--- config.mk ---
export PLATFORM = sky130hd
export DESIGN_NAME = heap_sort_engine
export DESIGN_NICKNAME = d
export VERILOG_FILES = /design/src/design/hse_pkg.sv /design/src/design/heap_sort_engine.sv
export SDC_FILE = /design/constraint.sdc
export NUM_CORES = 2
export LEC_CHECK = 0
export BUFFER_PORTS_ARGS = -buffer_cell sky130_fd_sc_hd__buf_2
export CORE_MARGIN = 10
export CORE_UTILIZATION = 55
export CTS_BUF_LIST = sky130_fd_sc_hd__clkbuf_4
export CTS_CLUSTER_SIZE = 25
export DETAILED_ROUTE_END_ITERATION = 16
export GPL_TIMING_DRIVEN = 1
export PLACE_DENSITY = 0.78
export SYNTH_ARGS = -nofsm -noshare
export SYNTH_HDL_FRONTEND = slang
export SYNTH_SLANG_ARGS = --single-unit
--- constraint.sdc ---
create_clock -name aclk -period 7.2 [get_ports aclk]
set_clock_uncertainty 0.15 [all_clocks]
set_input_delay 1.08 -clock aclk [delete_from_list [all_inputs] [get_ports aclk]]
set_output_delay 1.08 -clock aclk [all_outputs]
set_load 0.1 [all_outputs]
--- src/design/hse_pkg.sv ---
// hse_pkg: shared types and constants of the heap sort engine.
// Used by heap_sort_engine; depends on nothing else.
`default_nettype none

package hse_pkg;

    localparam int DATA_W = 32;
    localparam int ADDR_W = 3;

    // register indexes on the configuration port
    localparam logic REG_BUILD_METHOD = 1'b0;
    localparam logic REG_EMIT_LAYOUT  = 1'b1;

    // build methods
    localparam logic BUILD_SIFT_DOWN = 1'b0;
    localparam logic BUILD_SIFT_UP   = 1'b1;

    // result phases
    localparam logic PHASE_LAYOUT = 1'b0;
    localparam logic PHASE_SORTED = 1'b1;

    typedef enum logic [4:0] {
        ST_LOAD,
        ST_START,
        ST_BU_NEXT,
        ST_BU_LD,
        ST_TD_NEXT,
        ST_TD_LD,
        ST_SU,
        ST_SU_W,
        ST_SD_L,
        ST_SD_LW,
        ST_SD_RW,
        ST_SD_DEC,
        ST_SO_NEXT,
        ST_SO_R0,
        ST_SO_RL,
        ST_OUT_RD,
        ST_OUT_W
    } state_t;

    // who called the sift-down sequence
    typedef enum logic {
        SD_BUILD,
        SD_SORT
    } sd_mode_t;

endpackage

`default_nettype wire

--- src/design/heap_sort_engine.sv ---
// heap_sort_engine: heapsort of a set of signed 32-bit values held in one
// synchronous element memory. Depends on hse_pkg.
`default_nettype none

// Values are loaded one transaction per cycle into the element memory until a
// transaction with s_last_in arrives; values beyond CAPACITY are dropped and
// m_overflow is set on every result of that run. The heap is then built
// (bottom-up sift-down or top-down sift-up, per build_method), optionally
// emitted as phase 0, then sorted in place and emitted ascending as phase 1,
// with m_last_out on the largest element. All work goes through one memory
// read port and one write port with registered read data: a sift-down step
// reads the left and, if present, the right child and then writes the hole, a
// sift-up step reads the parent and then writes, and each result is read and
// then offered, holding while the output register is still full. s_ready is
// high only while loading. Registers: 0x0 build_method (bit 0), 0x4
// emit_heap_layout (bit 0, resets to 1).
module heap_sort_engine #(
    parameter int CAPACITY = 32
) (
    input  wire                         aclk,
    input  wire                         aresetn,
    // configuration
    input  wire                         psel,
    input  wire                         penable,
    input  wire                         pwrite,
    input  wire [hse_pkg::ADDR_W-1:0]   paddr,
    input  wire [31:0]                  pwdata,
    output logic [31:0]                 prdata,
    output logic                        pready,
    // input channel
    input  wire                         s_valid,
    output logic                        s_ready,
    input  wire signed [31:0]           s_value,
    input  wire                         s_last_in,
    // result channel
    output logic                        m_valid,
    input  wire                         m_ready,
    output logic signed [31:0]          m_element,
    output logic                        m_phase,
    output logic                        m_overflow,
    output logic                        m_last_out
);
    import hse_pkg::*;

    localparam int IDX_W = $clog2(CAPACITY);
    localparam int CNT_W = $clog2(CAPACITY + 1);
    localparam int CHW   = IDX_W + 1;

    // ---------------- configuration registers ----------------
    logic build_method_reg;
    logic emit_layout_reg;
    logic cfg_wr;
    logic cfg_sel;

    assign pready  = 1'b1;
    assign cfg_wr  = psel && penable && pwrite;
    assign cfg_sel = paddr[2];

    always_ff @(posedge aclk) begin
        if (!aresetn) begin
            build_method_reg <= BUILD_SIFT_DOWN;
            emit_layout_reg  <= 1'b1;
        end else if (cfg_wr && paddr[1:0] == 2'b00) begin
            unique case (cfg_sel)
                REG_BUILD_METHOD: build_method_reg <= pwdata[0];
                REG_EMIT_LAYOUT:  emit_layout_reg  <= pwdata[0];
                default: ;
            endcase
        end
    end

    always_comb begin
        prdata = '0;
        unique case (cfg_sel)
            REG_BUILD_METHOD: prdata[0] = build_method_reg;
            REG_EMIT_LAYOUT:  prdata[0] = emit_layout_reg;
            default: ;
        endcase
    end

    // ---------------- element memory ----------------
    logic signed [31:0] mem [CAPACITY];
    logic               mem_we;
    logic [IDX_W-1:0]   mem_waddr;
    logic signed [31:0] mem_wdata;
    logic               mem_re;
    logic [IDX_W-1:0]   mem_raddr;
    logic signed [31:0] rdata_reg;

    always_ff @(posedge aclk) begin
        if (mem_we) begin
            mem[mem_waddr] <= mem_wdata;
        end
        if (mem_re) begin
            rdata_reg <= mem[mem_raddr];
        end
    end

    // ---------------- sequencer state ----------------
    state_t             state_reg, state_next;
    sd_mode_t           mode_reg, mode_next;
    logic [CNT_W-1:0]   cnt_reg, cnt_next;     // elements held
    logic [CNT_W-1:0]   hs_reg, hs_next;       // heap size for sift-down
    logic [CNT_W-1:0]   i_reg, i_next;         // outer loop index
    logic               ovf_reg, ovf_next;
    logic               phase_reg, phase_next;
    logic [IDX_W-1:0]   k_reg, k_next;         // hole position
    logic signed [31:0] x_reg, x_next;         // value being sifted
    logic [IDX_W-1:0]   big_reg, big_next;
    logic signed [31:0] bigval_reg, bigval_next;

    // output register
    logic               m_valid_reg, m_valid_next;
    logic signed [31:0] elem_reg, elem_next;
    logic               ophase_reg, ophase_next;
    logic               oovf_reg, oovf_next;
    logic               olast_reg, olast_next;

    // shared conditions
    logic             in_acc;
    logic             store_full;
    logic [CHW-1:0]   l_idx, r_idx, hs_ext;
    logic             l_in, r_in;
    logic [IDX_W-1:0] p_idx;
    logic             out_free;
    logic             out_last_idx;
    logic             build_done;

    assign s_ready      = (state_reg == ST_LOAD);
    assign in_acc       = s_valid && s_ready;
    assign store_full   = (cnt_reg == CNT_W'(CAPACITY));
    assign l_idx        = CHW'({k_reg, 1'b1});
    assign r_idx        = l_idx + CHW'(1);
    assign hs_ext       = CHW'(hs_reg);
    assign l_in         = (l_idx < hs_ext);
    assign r_in         = (r_idx < hs_ext);
    assign p_idx        = IDX_W'((k_reg - IDX_W'(1)) >> 1);
    assign out_free     = !m_valid_reg || m_ready;
    assign out_last_idx = (i_reg == cnt_reg - CNT_W'(1));
    assign build_done   = (state_reg == ST_BU_NEXT && i_reg == '0)
                       || (state_reg == ST_TD_NEXT && i_reg == cnt_reg);

    // next state
    always_comb begin
        state_next = state_reg;
        unique case (state_reg)
            ST_LOAD:    if (in_acc && s_last_in) state_next = ST_START;
            ST_START:   state_next = (build_method_reg == BUILD_SIFT_UP)
                                   ? ST_TD_NEXT : ST_BU_NEXT;
            ST_BU_NEXT, ST_TD_NEXT: begin
                if (build_done) begin
                    state_next = emit_layout_reg ? ST_OUT_RD : ST_SO_NEXT;
                end else begin
                    state_next = (state_reg == ST_BU_NEXT) ? ST_BU_LD : ST_TD_LD;
                end
            end
            ST_BU_LD:   state_next = ST_SD_L;
            ST_TD_LD:   state_next = ST_SU;
            ST_SU:      state_next = (k_reg == '0) ? ST_TD_NEXT : ST_SU_W;
            ST_SU_W:    state_next = (x_reg > rdata_reg) ? ST_SU : ST_TD_NEXT;
            ST_SD_L: begin
                if (l_in) begin
                    state_next = ST_SD_LW;
                end else begin
                    state_next = (mode_reg == SD_SORT) ? ST_SO_NEXT : ST_BU_NEXT;
                end
            end
            ST_SD_LW:   state_next = r_in ? ST_SD_RW : ST_SD_DEC;
            ST_SD_RW:   state_next = ST_SD_DEC;
            ST_SD_DEC: begin
                if (big_reg == k_reg) begin
                    state_next = (mode_reg == SD_SORT) ? ST_SO_NEXT : ST_BU_NEXT;
                end else begin
                    state_next = ST_SD_L;
                end
            end
            ST_SO_NEXT: state_next = (i_reg <= CNT_W'(1)) ? ST_OUT_RD : ST_SO_R0;
            ST_SO_R0:   state_next = ST_SO_RL;
            ST_SO_RL:   state_next = ST_SD_L;
            ST_OUT_RD:  state_next = ST_OUT_W;
            ST_OUT_W: begin
                if (out_free) begin
                    if (!out_last_idx) begin
                        state_next = ST_OUT_RD;
                    end else begin
                        state_next = (phase_reg == PHASE_LAYOUT) ? ST_SO_NEXT : ST_LOAD;
                    end
                end
            end
            default:    state_next = ST_LOAD;
        endcase
    end

    // datapath and memory controls
    always_comb begin
        mode_next    = mode_reg;
        cnt_next     = cnt_reg;
        hs_next      = hs_reg;
        i_next       = i_reg;
        ovf_next     = ovf_reg;
        phase_next   = phase_reg;
        k_next       = k_reg;
        x_next       = x_reg;
        big_next     = big_reg;
        bigval_next  = bigval_reg;
        m_valid_next = m_valid_reg && !m_ready;
        elem_next    = elem_reg;
        ophase_next  = ophase_reg;
        oovf_next    = oovf_reg;
        olast_next   = olast_reg;
        mem_we       = 1'b0;
        mem_waddr    = k_reg;
        mem_wdata    = x_reg;
        mem_re       = 1'b0;
        mem_raddr    = k_reg;

        unique case (state_reg)
            ST_LOAD: begin
                if (in_acc) begin
                    if (store_full) begin
                        ovf_next = 1'b1;
                    end else begin
                        mem_we    = 1'b1;
                        mem_waddr = IDX_W'(cnt_reg);
                        mem_wdata = s_value;
                        cnt_next  = cnt_reg + CNT_W'(1);
                    end
                end
            end
            ST_START: begin
                mode_next = SD_BUILD;
                hs_next   = cnt_reg;
                i_next    = (build_method_reg == BUILD_SIFT_UP) ? '0 : (cnt_reg >> 1);
            end
            ST_BU_NEXT, ST_TD_NEXT: begin
                if (build_done) begin
                    phase_next = PHASE_LAYOUT;
                    i_next     = emit_layout_reg ? '0 : cnt_reg;
                end else if (state_reg == ST_BU_NEXT) begin
                    i_next    = i_reg - CNT_W'(1);
                    k_next    = IDX_W'(i_reg - CNT_W'(1));
                    mem_re    = 1'b1;
                    mem_raddr = IDX_W'(i_reg - CNT_W'(1));
                end else begin
                    k_next    = IDX_W'(i_reg);
                    mem_re    = 1'b1;
                    mem_raddr = IDX_W'(i_reg);
                end
            end
            ST_BU_LD: x_next = rdata_reg;
            ST_TD_LD: begin
                x_next = rdata_reg;
                i_next = i_reg + CNT_W'(1);
            end
            ST_SU: begin
                if (k_reg == '0) begin
                    mem_we = 1'b1;
                end else begin
                    mem_re    = 1'b1;
                    mem_raddr = p_idx;
                end
            end
            ST_SU_W: begin
                mem_we = 1'b1;
                if (x_reg > rdata_reg) begin
                    mem_wdata = rdata_reg;
                    k_next    = p_idx;
                end
            end
            ST_SD_L: begin
                if (l_in) begin
                    mem_re    = 1'b1;
                    mem_raddr = IDX_W'(l_idx);
                end else begin
                    mem_we = 1'b1;
                end
            end
            ST_SD_LW: begin
                if (rdata_reg > x_reg) begin
                    big_next    = IDX_W'(l_idx);
                    bigval_next = rdata_reg;
                end else begin
                    big_next    = k_reg;
                    bigval_next = x_reg;
                end
                if (r_in) begin
                    mem_re    = 1'b1;
                    mem_raddr = IDX_W'(r_idx);
                end
            end
            ST_SD_RW: begin
                if (rdata_reg > bigval_reg) begin
                    big_next    = IDX_W'(r_idx);
                    bigval_next = rdata_reg;
                end
            end
            ST_SD_DEC: begin
                mem_we = 1'b1;
                if (big_reg != k_reg) begin
                    mem_wdata = bigval_reg;
                    k_next    = big_reg;
                end
            end
            ST_SO_NEXT: begin
                if (i_reg <= CNT_W'(1)) begin
                    i_next     = '0;
                    phase_next = PHASE_SORTED;
                end else begin
                    mem_re    = 1'b1;
                    mem_raddr = '0;
                end
            end
            ST_SO_R0: begin
                bigval_next = rdata_reg;            // current root
                mem_re      = 1'b1;
                mem_raddr   = IDX_W'(i_reg - CNT_W'(1));
            end
            ST_SO_RL: begin
                mem_we    = 1'b1;
                mem_waddr = IDX_W'(i_reg - CNT_W'(1));
                mem_wdata = bigval_reg;
                x_next    = rdata_reg;
                hs_next   = i_reg - CNT_W'(1);
                i_next    = i_reg - CNT_W'(1);
                k_next    = '0;
                mode_next = SD_SORT;
            end
            ST_OUT_RD: begin
                mem_re    = 1'b1;
                mem_raddr = IDX_W'(i_reg);
            end
            ST_OUT_W: begin
                if (out_free) begin
                    m_valid_next = 1'b1;
                    elem_next    = rdata_reg;
                    ophase_next  = phase_reg;
                    oovf_next    = ovf_reg;
                    olast_next   = (phase_reg == PHASE_SORTED) && out_last_idx;
                    i_next       = i_reg + CNT_W'(1);
                    if (out_last_idx) begin
                        if (phase_reg == PHASE_LAYOUT) begin
                            i_next = cnt_reg;
                        end else begin
                            // end of run: ready for the next set
                            cnt_next = '0;
                            hs_next  = '0;
                            ovf_next = 1'b0;
                        end
                    end
                end
            end
            default: ;
        endcase
    end

    always_ff @(posedge aclk) begin
        if (!aresetn) begin
            state_reg   <= ST_LOAD;
            mode_reg    <= SD_BUILD;
            cnt_reg     <= '0;
            hs_reg      <= '0;
            i_reg       <= '0;
            ovf_reg     <= 1'b0;
            phase_reg   <= PHASE_LAYOUT;
            m_valid_reg <= 1'b0;
        end else begin
            state_reg   <= state_next;
            mode_reg    <= mode_next;
            cnt_reg     <= cnt_next;
            hs_reg      <= hs_next;
            i_reg       <= i_next;
            ovf_reg     <= ovf_next;
            phase_reg   <= phase_next;
            m_valid_reg <= m_valid_next;
        end
    end

    always_ff @(posedge aclk) begin
        k_reg      <= k_next;
        x_reg      <= x_next;
        big_reg    <= big_next;
        bigval_reg <= bigval_next;
        elem_reg   <= elem_next;
        ophase_reg <= ophase_next;
        oovf_reg   <= oovf_next;
        olast_reg  <= olast_next;
    end

    assign m_valid    = m_valid_reg;
    assign m_element  = elem_reg;
    assign m_phase    = ophase_reg;
    assign m_overflow = oovf_reg;
    assign m_last_out = olast_reg;

endmodule

`default_nettype wire

==> metrics <==
max-slew violations=0; pre-CTS setup slack=about 1.3 ns; fmax=around 170 MHz; Synth Area in XOR/XNOR=less than 1%; worst hold start=paddr[1]; final net count=4338; worst flop-to-flop path endpoint=rdata_reg[18]; kind of critical path=reg -> reg; top_reg_cell synth=edfxtp_1; share of the clock period used by the worst path=84.04%; failing checks=design-rule violations; post-synthesis mux area share=approximately 2.2%; Yosys warning count=0; PostCTS Resize Cnt=0; GP Congestion=0.9390; final hold viol count=0; most common cell after layout, fill and taps aside=edfxtp_1; worst hold path type=in -> reg; row count=approximately 110; Mapped Cells=between 3000 and 4000; Synth Area in Adders=under 10%; area delta synth->final=11.71%; Total GRT Usage=28.49%; distinct cell type count of the synthesized netlist=roughly 80; flop-to-flop setup slack=~1.1 ns; area share of the largest cell type after synthesis=69.10%; Worst Setup Slack, final=around 1.1 ns; mapped cell area=50630 um^2; Wirelength per Cell=around 27 um; 1st-iter DRT viols=5206; DP Wirelength=90.77 mm; P_leak=just under 20 nW; Worst Hold Endpoint=build_method_reg; largest net degree at the start of global routing=114; root buffer cell=clkbuf_4; crit-path max cell delay=0.90 ns; die height=323.4 um; crit-path cells=inv_1, ha_1, ha_1, and4_1, o21ai_0, a31oi_1, nor3_1, a31oi_1, or3_2, nor2_4, buf_4, nand3_1, nand4_1, nor4_1; FF-to-FF path depth=14; Initial Util=55.32%; Routed Antenna Nets=0; setup TNS=0 ns; # fillers=around 6700; CTS max path bufs=4; crit end category=flop; Clock Pin Slew Worst Setup and Hold Paths=roughly 0.070 ns; full die area=between 100000 and 150000 um^2; worst flop-to-flop path startpoint=k_reg[0]; clock latency on the worst-skew pair=about 1.2 ns; Post-synth EDFFs=1165; initial antenna violation count=4; worst path required time=around 7.9 ns; PD cells=roughly 330 nW/um^2; CTS tree=done; chip width=approximately 320 um; Max-Cap Viols=0; vias=36210; status=complete, but fails checks; port bufs=slightly above 80; cts bufs inserted=roughly 310; Max FO, Critical Path=21; largest family of logic cells by synthesized area=simple AND/OR/NAND/NOR gates; final count of negative-setup-slack endpoints=0; area leader, netlist=edfxtp_1; sequential share of the synthesized area=between 70% and 80%; hold path depth=4; relative max-transition margin=7.095%; Vias/cell=~6.5; Worst Tran Pin Value=between 1 and 1.5 ns; simple-gate portion of the synthesized area=a little over an eighth; total gr overflow=0; Yosys reg bits=1194; First-pass DRT Iterations=14; CP max-delay cell=nor2_4; num ports=about 150; Async SR Flop Fraction=0%; arrival time worst endpoint=slightly below 7 ns; Synth Area per Inst=roughly 13 um^2; post-CTS setup buffer count=0; RSZ-0062 raised after global routing=no; hold buffer count at CTS=3; Compound-Gate Fraction of Synth Area=8.254%; number of flip-flops in the largest register=about 1000; Worst VDD drop=0.2113 mV; share of cells above drive strength 1=between 10% and 20%; Startpoint Class=flop; htree depth=5; Biggest register=mem; Period minus WS final=6.051 ns; commonest non-fill, non-tap cells in the layout=edfxtp_1 (1165), nand2_1 (726), clkbuf_4 (421); CTS Sinks=around 1200; cells taking the most area after synthesis=edfxtp_1 (69%), nand2_1 (5.4%), nand3_1 (2.8%), a21oi_1 (2.1%), ha_1 (2.0%); vias in the first global route=approximately 35000; drt drc=2; Core ar.=approximately 92000 um^2; global-route wire length before repair=221.0 mm; Detailed Route WL=about 150 mm
where the power goes:
part           internal (W)  total (W)  leakage, nW  switching [W]
combinational       0.00111    0.00435         6.67        0.00324
sequential          0.00864    0.00885         10.8       0.000207
clock               0.00287    0.00553         2.16        0.00267
total                0.0126     0.0187         19.6        0.00611
worst max-delay path by stage:
stage	from	to	slack [ns]	depth (start not counted)
after global routing	k_reg[0]	rdata_reg[18]	0.93	14
after detailed placement	k_reg[0]	rdata_reg[19]	1.31	14
after floorplan	state_reg[2]	mem[4][0]	1.98	11
after CTS	k_reg[0]	rdata_reg[18]	1.26	14
after global placement	k_reg[0]	rdata_reg[3]	1.33	15
final	k_reg[0]	rdata_reg[18]	1.15	14
cell usage after synthesis (all sizes together) (5+ instances only):
master / count
a21oi: 215
mux2i: 72
xor2: 10
ha: 82
nor4: 70
a31o: 5
xnor2: 18
a2111oi: 6
a21o: 27
nor3: 142
dfxtp: 29
a211oi: 15
a221o: 39
clkbuf: 172
o22ai: 38
nand2b: 8
a22oi: 38
and4: 5
inv: 88
a211o: 33
o21a: 20
and2: 6
edfxtp: 1165
nand4: 114
o41ai: 32
or3: 8
a2bb2oi: 10
mux2: 35
buf: 99
a22o: 22
o21ai: 56
a32oi: 5
nor2: 115
nand3: 283
nand2: 728
a31oi: 12
nor2b: 23
o211ai: 7
metrics by stage:
stage          util (%)  cell area (um^2)  power, W  instances  hold WS (ns)
2_1_floorplan         -             50740   0.01153       3941        0.2586
3_3_place_gp      57.81             52910   0.01307       5049        0.2981
3_5_place_dp      57.81             52910   0.01319       5049        0.2920
4_1_cts           61.78             56540   0.01864       5552       0.03529
5_1_grt           61.79             56550   0.01939       5556       0.08065
6_report          61.80             56560   0.01873       5558        0.1117
layer usage:
metal  up-vias  wire length [um]  share of wire, %  track usage, %
met5         -               128             0.084          0.7085
met4         4              8180               5.4           15.28
met3       551             21570                14           8.960
met2      2823             69370                46           44.36
met1     17336             52290                35           35.37
li1      15496                 -                 -               -
cells by family after synthesis:
logic type	count (synthesis)
flops	1194
xor+xnor	28
mux	107
compound gates	616
other cells	2
buf+inv	359
simple gates	1523
fa+ha+maj	82
critical path, delay by kind of cell, from the launching register on:
family / cells / cell delay, ns
AOI/OAI and AO/OA: 3 / 0.65
adders and majority gates: 2 / 0.81
buffers and inverters: 2 / 0.67
DFF: 1 / 0.74
and+or+nand+nor: 7 / 2.72
area by class of cell:
cell class                      count  area, um^2  share of cell area, %
Antenna cell                        6       15.01                0.02655
Clock buffer                      421        3161                  5.588
Clock inverter                     79       445.4                 0.7876
Inverter                           88       330.3                 0.5840
Multi-Input combinational cell   2388       14160                  25.03
Sequential cell                  1194       35560                  62.88
Tap cell                         1186        1484                  2.624
Timing Repair Buffer              196        1401                  2.478
No activity file was read; power rests on OpenSTA's default activity.
